**config.mk**
```make
export PLATFORM = sky130hd
export DESIGN_NAME = periodic_timer_bank
export DESIGN_NICKNAME = d
export VERILOG_FILES = /design/src/design/ptb_pkg.sv /design/src/design/periodic_timer_bank.sv /design/src/design/ptb_div.sv /design/src/design/ptb_dp.sv /design/src/design/ptb_ctrl.sv
export VERILOG_INCLUDE_DIRS = /design/src /design/src/design
export SDC_FILE = /design/constraint.sdc
export NUM_CORES = 2
export LEC_CHECK = 0
export BUFFER_PORTS_ARGS = -buffer_cell sky130_fd_sc_hd__buf_2
export CAP_MARGIN = 20
export CORE_MARGIN = 2
export CORE_UTILIZATION = 30
export CTS_BUF_LIST = sky130_fd_sc_hd__clkbuf_16
export CTS_CLUSTER_DIAMETER = 100
export DETAILED_ROUTE_END_ITERATION = 16
export PLACE_DENSITY_LB_ADDON = 0.08
export REMOVE_ABC_BUFFERS = 1
export SYNTH_ARGS = -nofsm -noshare
export SYNTH_HDL_FRONTEND = slang
export SYNTH_SLANG_ARGS = --single-unit
```
**constraint.sdc**
```tcl
create_clock -name clk -period 21.4 [get_ports clk]
set_input_delay 2.14 -clock clk [delete_from_list [all_inputs] [get_ports clk]]
set_output_delay 2.14 -clock clk [all_outputs]
set_load 0.05 [all_outputs]
```
**src/design/periodic_timer_bank_defines.svh**
```systemverilog
// Assertion macros for the periodic timer bank.
// Depends on nothing; included by files that assert.
`ifndef PERIODIC_TIMER_BANK_DEFINES_SVH
`define PERIODIC_TIMER_BANK_DEFINES_SVH
`ifndef NO_ASSERTIONS
`define PTB_ASSERT(label, prop, msg) \
	label: assert property (@(posedge clk) disable iff (!arst_n) prop) else $error(msg);
`define PTB_ASSERT_NEXT(label, a, c, msg) \
	label: assert property (@(posedge clk) disable iff (!arst_n) (a) |=> (c)) else $error(msg);
`else
`define PTB_ASSERT(label, prop, msg)
`define PTB_ASSERT_NEXT(label, a, c, msg)
`endif
`endif

```
**src/design/ptb_pkg.sv**
```systemverilog
// Package for the periodic timer bank: beat types, codes, control structs.
// Depends on nothing.
package ptb_pkg;
	localparam int NUM_TIMERS = 8;
	localparam int IDX_W = $clog2(NUM_TIMERS);
	localparam logic [31:0] MS_PER_SEC = 32'd1000;
	// ceil(2^38 / 1000): x / 1000 == (x * SEC_RECIP) >> 38 for every 32-bit x
	localparam logic [28:0] SEC_RECIP = 29'd274877907;

	localparam logic [2:0] ACT_TICK   = 3'd0;
	localparam logic [2:0] ACT_CREATE = 3'd1;
	localparam logic [2:0] ACT_START  = 3'd2;
	localparam logic [2:0] ACT_STOP   = 3'd3;
	localparam logic [2:0] ACT_SETP   = 3'd4;
	localparam logic [2:0] ACT_QUERY  = 3'd5;

	localparam logic [1:0] KIND_MS    = 2'd0;
	localparam logic [1:0] KIND_SEC   = 2'd1;
	localparam logic [1:0] KIND_TICKS = 2'd2;

	typedef struct packed {
		logic [2:0]  action;
		logic [2:0]  timer_index;
		logic [1:0]  timer_kind;
		logic [31:0] period_value;
		logic        repeat_mode;
		logic [31:0] now_ms;
		logic [31:0] now_ticks;
	} in_item_t;

	typedef struct packed {
		logic        is_running;
		logic        is_expired;
		logic [31:0] elapsed;
		logic [31:0] period_readback;
		logic [7:0]  expired_mask;
	} out_item_t;

	typedef enum logic [2:0] {
		ST_IDLE, ST_APPLY, ST_T_EVAL, ST_T_DIV, ST_T_FIN, ST_RB, ST_EMIT
	} state_t;

	typedef struct packed {
		logic             load;
		logic             apply;
		logic             eval;
		logic             fin;
		logic             rb_start;
		logic             emit;
		logic [IDX_W-1:0] ti;
	} cmd_t;

	typedef struct packed {
		logic req_tick;
		logic need_div;
		logic div_done;
	} status_t;
endpackage

```
**src/design/periodic_timer_bank.sv**
```systemverilog
// Top level of the periodic timer bank: controller plus datapath.
// Depends on ptb_pkg, ptb_ctrl, ptb_dp.
//
// Usage: drive one request beat (action, index, kind, period, repeat, time
// bases) with start high while busy is low; it is taken at that edge. busy
// stays high until the result beat, which appears on result for exactly one
// cycle with done high. The receiver cannot stall; sample result on done.
// Sequence: a create, start, stop, set period or query passes through the
// apply, readback and emit states; a seconds readback goes through a constant
// reciprocal multiply and adds no state. A tick walks all NUM_TIMERS timers one
// per cycle, but each repeating timer that has expired with a nonzero period
// stalls the walk in the bit-serial divider and a finish state to realign its
// start.
// Reset (arst_n low) clears all timer tables and latched time bases at once;
// the controller resets to idle, so the block is ready as soon as reset ends.
module periodic_timer_bank import ptb_pkg::*; (
	input  logic      clk,
	input  logic      arst_n,
	input  logic      start,
	output logic      busy,
	input  in_item_t  request,
	output logic      done,
	output out_item_t result
);
	cmd_t    cmd;
	status_t st;

	// sequence the work for each accepted beat
	ptb_ctrl u_ctrl (
		.clk(clk), .arst_n(arst_n), .start(start), .st(st), .busy(busy), .cmd(cmd)
	);

	// hold the tables and produce the result beat
	ptb_dp u_dp (
		.clk(clk), .arst_n(arst_n), .request(request), .cmd(cmd), .st(st),
		.done(done), .result(result)
	);
endmodule

```
**src/design/ptb_div.sv**
```systemverilog
// Restoring 32-bit divider, one quotient bit per cycle; yields the remainder.
// Depends on nothing.
module ptb_div (
	input  logic        clk,
	input  logic        arst_n,
	input  logic        go,
	input  logic [31:0] num,
	input  logic [31:0] den,
	output logic        done,
	output logic [31:0] rem
);
	logic [31:0] rem_q, quo_q, den_q;
	logic [5:0]  cnt_q;
	logic        run_q, done_q;
	logic [32:0] trial, diff;
	logic        ge;

	assign trial = {rem_q, quo_q[31]};
	assign ge    = trial >= {1'b0, den_q};
	assign diff  = trial - {1'b0, den_q};

	always_ff @(posedge clk or negedge arst_n) begin
		if (!arst_n) begin
			run_q  <= 1'b0;
			done_q <= 1'b0;
			cnt_q  <= '0;
		end else begin
			done_q <= 1'b0;
			if (go) begin
				run_q <= 1'b1;
				cnt_q <= 6'd32;
			end else if (run_q) begin
				cnt_q <= cnt_q - 6'd1;
				if (cnt_q == 6'd1) begin
					run_q  <= 1'b0;
					done_q <= 1'b1;
				end
			end
		end
	end

	always_ff @(posedge clk) begin
		if (go) begin
			rem_q <= '0;
			quo_q <= num;
			den_q <= den;
		end else if (run_q) begin
			rem_q <= ge ? diff[31:0] : trial[31:0];
			quo_q <= {quo_q[30:0], ge};
		end
	end

	assign done = done_q;
	assign rem  = rem_q;
endmodule

```
**src/design/ptb_dp.sv**
```systemverilog
// Datapath of the timer bank: timer tables, time bases, divider, result register.
// Depends on ptb_pkg and ptb_div.
module ptb_dp import ptb_pkg::*; (
	input  logic      clk,
	input  logic      arst_n,
	input  in_item_t  request,
	input  cmd_t      cmd,
	output status_t   st,
	output logic      done,
	output out_item_t result
);
	logic [1:0]  kind_q    [NUM_TIMERS];
	logic        rep_q     [NUM_TIMERS];
	logic        run_q     [NUM_TIMERS];
	logic        exp_q     [NUM_TIMERS];
	logic        lst_q     [NUM_TIMERS];
	logic [31:0] period_q  [NUM_TIMERS];
	logic [31:0] start_q   [NUM_TIMERS];
	logic [31:0] elapsed_q [NUM_TIMERS];
	logic [31:0] lat_ms_q, lat_ticks_q, d_q, rb_q;
	in_item_t    req_q;
	out_item_t   result_q;
	logic        done_q;

	logic [IDX_W-1:0] idx;
	logic             ok;
	logic [31:0]      d, ti_period;
	logic             div_go, div_done;
	logic [31:0]      div_num, div_den, div_rem;
	logic [7:0]       mask;
	logic             rb_sec;
	logic [60:0]      rb_prod;

	function automatic logic [31:0] time_base(logic [1:0] k, logic [31:0] ms, logic [31:0] tk);
		logic [31:0] r;
		case (k)
			KIND_MS, KIND_SEC: r = ms;
			KIND_TICKS:        r = tk;
			default:           r = '0;
		endcase
		return r;
	endfunction

	function automatic logic [31:0] scale(logic [1:0] k, logic [31:0] p);
		return (k == KIND_SEC) ? p * MS_PER_SEC : p;
	endfunction

	assign idx       = req_q.timer_index[IDX_W-1:0];
	assign ok        = 32'(req_q.timer_index) < NUM_TIMERS;
	assign ti_period = period_q[cmd.ti];
	assign d         = time_base(kind_q[cmd.ti], lat_ms_q, lat_ticks_q) - start_q[cmd.ti];

	assign st.req_tick = request.action == ACT_TICK;
	assign st.need_div = lst_q[cmd.ti] && run_q[cmd.ti] && (d >= ti_period)
		&& rep_q[cmd.ti] && (ti_period != 32'd0);
	assign st.div_done = div_done;

	// seconds readback: divide by 1000 through the reciprocal, keep bits 60:38
	assign rb_sec  = ok && (kind_q[idx] == KIND_SEC);
	assign rb_prod = 61'(period_q[idx]) * 61'(SEC_RECIP);

	assign div_go  = cmd.eval && st.need_div;
	assign div_num = d;
	assign div_den = ti_period;

	ptb_div u_div (
		.clk(clk), .arst_n(arst_n), .go(div_go), .num(div_num), .den(div_den),
		.done(div_done), .rem(div_rem)
	);

	always_comb begin
		mask = '0;
		for (int i = 0; i < NUM_TIMERS && i < 8; i++) mask[i] = exp_q[i];
	end

	always_ff @(posedge clk) begin
		if (cmd.load) req_q <= request;
		if (cmd.eval) d_q <= d;
		if (cmd.rb_start) rb_q <= rb_sec ? {9'd0, rb_prod[60:38]} : period_q[idx];
	end

	always_ff @(posedge clk or negedge arst_n) begin
		if (!arst_n) begin
			for (int i = 0; i < NUM_TIMERS; i++) begin
				kind_q[i] <= '0; rep_q[i] <= 1'b0; run_q[i] <= 1'b0;
				exp_q[i] <= 1'b0; lst_q[i] <= 1'b0; period_q[i] <= '0;
				start_q[i] <= '0; elapsed_q[i] <= '0;
			end
			lat_ms_q    <= '0;
			lat_ticks_q <= '0;
		end else begin
			if (cmd.load && st.req_tick) begin
				lat_ms_q    <= request.now_ms;
				lat_ticks_q <= request.now_ticks;
			end
			if (cmd.eval && lst_q[cmd.ti]) begin
				if (!run_q[cmd.ti]) begin
					lst_q[cmd.ti] <= 1'b0;
					exp_q[cmd.ti] <= 1'b0;
				end else if (d >= ti_period) begin
					exp_q[cmd.ti] <= 1'b1;
					if (rep_q[cmd.ti]) begin
						elapsed_q[cmd.ti] <= d;
					end else begin
						elapsed_q[cmd.ti] <= '0;
						run_q[cmd.ti]     <= 1'b0;
					end
				end else begin
					elapsed_q[cmd.ti] <= d;
					exp_q[cmd.ti]     <= 1'b0;
				end
			end
			// advance start by whole periods: d - (d mod period)
			if (cmd.fin) start_q[cmd.ti] <= start_q[cmd.ti] + d_q - div_rem;
			if (cmd.apply && ok) begin
				case (req_q.action)
					ACT_CREATE: begin
						kind_q[idx]    <= req_q.timer_kind;
						rep_q[idx]     <= req_q.repeat_mode;
						run_q[idx]     <= 1'b0;
						exp_q[idx]     <= 1'b0;
						lst_q[idx]     <= 1'b0;
						period_q[idx]  <= scale(req_q.timer_kind, req_q.period_value);
						start_q[idx]   <= '0;
						elapsed_q[idx] <= '0;
					end
					ACT_START: begin
						start_q[idx]   <= time_base(kind_q[idx], lat_ms_q, lat_ticks_q);
						elapsed_q[idx] <= '0;
						run_q[idx]     <= 1'b1;
						exp_q[idx]     <= period_q[idx] == 32'd0;
						lst_q[idx]     <= 1'b1;
					end
					ACT_STOP: begin
						elapsed_q[idx] <= '0;
						run_q[idx]     <= 1'b0;
						exp_q[idx]     <= 1'b0;
						lst_q[idx]     <= 1'b0;
					end
					ACT_SETP: begin
						period_q[idx] <= scale(kind_q[idx], req_q.period_value);
						if (scale(kind_q[idx], req_q.period_value) == 32'd0 && run_q[idx])
							exp_q[idx] <= 1'b1;
					end
					default: ;
				endcase
			end
		end
	end

	always_ff @(posedge clk or negedge arst_n) begin
		if (!arst_n) done_q <= 1'b0;
		else done_q <= cmd.emit;
	end

	always_ff @(posedge clk) begin
		if (cmd.emit) begin
			result_q.expired_mask <= mask;
			if (ok) begin
				result_q.is_running      <= run_q[idx];
				result_q.is_expired      <= exp_q[idx];
				result_q.elapsed         <= elapsed_q[idx];
				result_q.period_readback <= rb_q;
			end else begin
				result_q.is_running      <= 1'b0;
				result_q.is_expired      <= 1'b0;
				result_q.elapsed         <= '0;
				result_q.period_readback <= '0;
			end
		end
	end

	assign done   = done_q;
	assign result = result_q;
endmodule

```
**src/design/ptb_ctrl.sv**
```systemverilog
// Controller of the timer bank: sequences actions, the tick walk and readback.
// Depends on ptb_pkg and periodic_timer_bank_defines.svh.
`include "periodic_timer_bank_defines.svh"
module ptb_ctrl import ptb_pkg::*; (
	input  logic    clk,
	input  logic    arst_n,
	input  logic    start,
	input  status_t st,
	output logic    busy,
	output cmd_t    cmd
);
	state_t           state_q, state_d;
	logic [IDX_W-1:0] ti_q, ti_d;
	logic             last;

	assign last = 32'(ti_q) == NUM_TIMERS - 1;
	assign busy = state_q != ST_IDLE;

	always_ff @(posedge clk or negedge arst_n) begin
		if (!arst_n) begin
			state_q <= ST_IDLE;
			ti_q    <= '0;
		end else begin
			state_q <= state_d;
			ti_q    <= ti_d;
		end
	end

	always_comb begin
		state_d = state_q;
		ti_d    = ti_q;
		cmd     = '0;
		cmd.ti  = ti_q;
		case (state_q)
			ST_IDLE: if (start) begin
				cmd.load = 1'b1;
				ti_d     = '0;
				state_d  = st.req_tick ? ST_T_EVAL : ST_APPLY;
			end
			ST_APPLY: begin
				cmd.apply = 1'b1;
				state_d   = ST_RB;
			end
			ST_T_EVAL: begin
				cmd.eval = 1'b1;
				if (st.need_div) state_d = ST_T_DIV;
				else if (last) state_d = ST_RB;
				else ti_d = ti_q + 1'b1;
			end
			ST_T_DIV: if (st.div_done) state_d = ST_T_FIN;
			ST_T_FIN: begin
				cmd.fin = 1'b1;
				if (last) state_d = ST_RB;
				else begin
					ti_d    = ti_q + 1'b1;
					state_d = ST_T_EVAL;
				end
			end
			ST_RB: begin
				cmd.rb_start = 1'b1;
				state_d      = ST_EMIT;
			end
			ST_EMIT: begin
				cmd.emit = 1'b1;
				state_d  = ST_IDLE;
			end
			default: state_d = ST_IDLE;
		endcase
	end

	`PTB_ASSERT_NEXT(a_accept_busy, start && !busy, busy, "accepted beat did not raise busy")
	`PTB_ASSERT_NEXT(a_emit_idle, cmd.emit, !busy, "controller not idle after emit")
	`PTB_ASSERT_NEXT(a_div_hold, state_q == ST_T_DIV && !st.div_done, state_q == ST_T_DIV,
		"left divide wait early")
	`PTB_ASSERT(a_one_cmd, $onehot0({cmd.load, cmd.apply, cmd.eval, cmd.fin, cmd.rb_start,
		cmd.emit}), "overlapping datapath commands")
endmodule
```
==> flow_metrics.env <==
export IMPL_dp_cells=11300
export IMPL_cts_hold_buf=0
export IMPL_end_kind="register"
export IMPL_cp_start_kind="register"
export IMPL_synth_area_um2=78100
export IMPL_place_area_um2=83600
export IMPL_grt_max_degree=170
export IMPL_drive_gt1_share_pct=11.2
export IMPL_instances_no_fill=11500
export IMPL_path_clk_slew_ns=0.06
export IMPL_netlist_top_cells_count="895 x dfrtp_1, 871 x nand2_1, 849 x inv_1"
export IMPL_yosysMostFrequentCell="dfrtp_1"
export IMPL_synth_flop_cell="dfrtp_1"
export IMPL_fin_crit_sh_pct=53.6
export IMPL_ant_nets=0
export IMPL_cts_tree="done"
export IMPL_hold_viol=0
export IMPL_status="finished, final reports clean"
export IMPL_fin_crit_ns=11.47
export IMPL_die_area_um2=264000
export IMPL_holdPathStages=0
export IMPL_synth_edf_count=243
export IMPL_yosysTopAreaCell="dfrtp_1"
export IMPL_hold_start="u_dp.rb_q[26]$_SDFFCE_PN0P_"
export IMPL_final_util_pct=34.1
export IMPL_hp_class="register to register"
export IMPL_finClkSkew_ns=0.0733
export IMPL_setup_tns_ns=0
export IMPL_portBuffers=183
export IMPL_setup_violations=0
export IMPL_grt_pass1_vias=64800
export IMPL_yosysWarningCount=0
export IMPL_route_final_wire_length_um=328000
export IMPL_vias=63200
export IMPL_firstDrtPassIters=6
export IMPL_cap_violations=0
export IMPL_drt_initial_drc_count=5310
export IMPL_post_route_drc_count=0
export IMPL_yosysUniqueCellTypes=95
export IMPL_core_area_um2=259000
export IMPL_cp_arrival_ns=12.01
export IMPL_rsz0062_at_grt="no"
export IMPL_fp_dieH_um=514
export IMPL_timing_final_max_slew_violations=0
export IMPL_path_class="register to register"
export IMPL_path_max_fanout=16
export IMPL_place_congestion=0.868
export IMPL_multi_input_area_um2=43200
export IMPL_reg2reg_setup_slack_ns=9.93
export IMPL_antenna_found_initial=15
export IMPL_num_io_pins=184
export IMPL_layout_nets=9147
export IMPL_netlist_instances=7909
export IMPL_cts_max_level=4
export IMPL_grt_first_pass_wirelength_um=476000
export IMPL_wl_per_cell_um=28.5
export IMPL_root_buffer="clkbuf_16"
export IMPL_syn_area_per_cell_um2=9.87
export IMPL_clock_sinks=1170
export IMPL_synth_seq_cells=1170
export IMPL_ys_top_cells_by_area="dfrtp_1 29%, fa_1 11%, ha_1 9.5%"
export IMPL_clockBufferDepth=4
export IMPL_grt_usage_pct=24.6
export IMPL_synth_seq_area_share_pct=38.8
export IMPL_n_fill_cell=26500
export IMPL_r2r_cells=26
export IMPL_synth_top_area_share_pct=28.7
export IMPL_dp_hpwl_um=218000
export IMPL_rows=187
export IMPL_ys_async_sr_fraction_pct=76.5
export IMPL_worst_skew_pair_late_latency_ns=0.86
export IMPL_tightest_slew_ns=1.43
export IMPL_drt_vias_per_instance=5.47
export IMPL_crit_start="u_dp.idx[2]$_DFFE_PP_"
export IMPL_die_w_um=514
export IMPL_worstReg2RegStart="u_dp.idx[2]$_DFFE_PP_"
export IMPL_start_util_pct=30.1
export IMPL_area_delta_synth_final_pct=13.2
export IMPL_cts_buffers=159
export IMPL_max_slew_margin_pct=4.95
export IMPL_postCtsSetupBuffers=0
export IMPL_ctsResizeCount=0
export IMPL_fmax_mhz=87.2
export IMPL_regArea_um2=30300
export IMPL_stdcell_area_um2=88400
export IMPL_required_ns=21.94
export IMPL_grt_overflow=0
[state kept, by name, summed over array words and instances, names as in the netlist, 16 cells and up]
| register | count |
|---|---|
| u_dp.u_div.quo_q | 32 |
| u_dp.elapsed_q | 256 |
| u_dp.lat_ms_q | 32 |
| u_dp.d_q | 32 |
| u_dp.u_div.den_q | 32 |
| u_dp.u_div.rem | 32 |
| u_dp.result | 74 |
| u_dp.start_q | 256 |
| u_dp.period_q | 256 |
| u_dp.rb_q | 32 |
| u_dp.lat_ticks_q | 32 |
| u_dp.kind_q | 16 |
| u_dp.req_q | 38 |
[worst paths after layout]
kind                                                   end
max                                u_dp.rb_q[19]$_DFFE_PP_
min                              u_dp.result[34]$_DFFE_PP_
max reg2reg                        u_dp.rb_q[19]$_DFFE_PP_
min reg2reg                      u_dp.result[34]$_DFFE_PP_
max in group asynchronous  u_dp.lat_ticks_q[4]$_DFFE_PN0P_
min in group asynchronous    u_dp.lat_ms_q[29]$_DFFE_PN0P_
[area by class of cell]
class	instances	area share (%)
clock buffer	165	4.67
timing repair buffer	399	3.00
sequential	1170	34.3
tap	3402	4.81
multi-input combinational	5446	48.9
inverter	851	3.61
antenna	4	0.0113
clock inverter	103	0.662
[critical path: stages (launching register included)]
cell and delay [ns]:
edfxtp_1 0.78, clkinv_1 0.66, nand3b_1 0.99, o22ai_1 0.19
or4_1 0.84, inv_1 0.51, ha_1 0.34, fa_1 0.41
fa_1 0.52, fa_1 0.44, fa_1 0.51, inv_1 0.06
fa_1 0.53, inv_1 0.05, fa_1 0.49, fa_1 0.41
ha_1 0.33, nand4_1 0.17, nor3_1 0.34, nand2_1 0.12
o41ai_2 0.86, nand2_1 0.18, a21oi_1 0.28, nor2_1 0.14
o311ai_0 0.65, xnor2_1 0.20, a21oi_1 0.08
[cell families (layout without fill, tap and decap cells)]
| family | after synthesis | count (layout) | share of synthesized area [%] |
|---|---|---|---|
| xor+xnor | 128 | 128 | 1.44 |
| other cells | 0 | 4 | 0 |
| compound gates | 2050 | 2050 | 16.8 |
| fa+ha+maj | 1012 | 1012 | 20.3 |
| mux | 373 | 373 | 5.41 |
| flops | 1170 | 1170 | 38.8 |
| buf+inv | 1293 | 1518 | 6.36 |
| simple gates | 1883 | 1883 | 10.8 |
[metrics by stage]
stage / hold slack (ns) / setup slack, ns
2_1_floorplan: 0.400 / 8.46
3_3_place_gp: 0.402 / 10.15
3_5_place_dp: 0.405 / 9.92
4_1_cts: 0.418 / 9.91
5_1_grt: 0.423 / 9.29
6_report: 0.416 / 9.93
[routing by layer]
layer  wire length (um)  GRT usage (%)  share of wire (%)
met4              11400           8.06                3.5
met3              18000           3.54                5.5
met2             152000           39.8                 46
met1             148000           33.5                 45
met5                 30              0             0.0091
[cell usage in the layout (no fill, tap or decap), types with 32 or more instances in the layout]
cell | synthesis | final
o22ai_1 | 310 | 310
nor3_1 | 64 | 61
a22o_1 | 53 | 53
nor3b_1 | 42 | 39
inv_1 | 849 | 894
ha_1 | 590 | 590
xnor2_1 | 89 | 87
dfxtp_1 | 32 | 32
a211oi_1 | 58 | 57
a221oi_1 | 44 | 42
buf_2 | 43 | 182
nor2_1 | 371 | 342
o211ai_1 | 45 | 45
o21ai_0 | 351 | 350
mux2_2 | 172 | 172
nand2_1 | 871 | 839
dfrtp_1 | 895 | 891
nand3_1 | 224 | 224
a22oi_1 | 275 | 275
o221ai_1 | 63 | 63
a21oi_1 | 535 | 535
edfxtp_1 | 243 | 243
mux2i_1 | 173 | 173
nand2b_1 | 34 | 34
xor2_1 | 39 | 38
buf_4 | 6 | 209
a21o_1 | 73 | 73
nand4_1 | 92 | 92
clkbuf_16 | 0 | 165
fa_1 | 422 | 422
and3_1 | 40 | 39
Power is left out: the tool's default activity adds up to more than one toggle a clock period on the data nets, which glitch-free logic cannot reach.
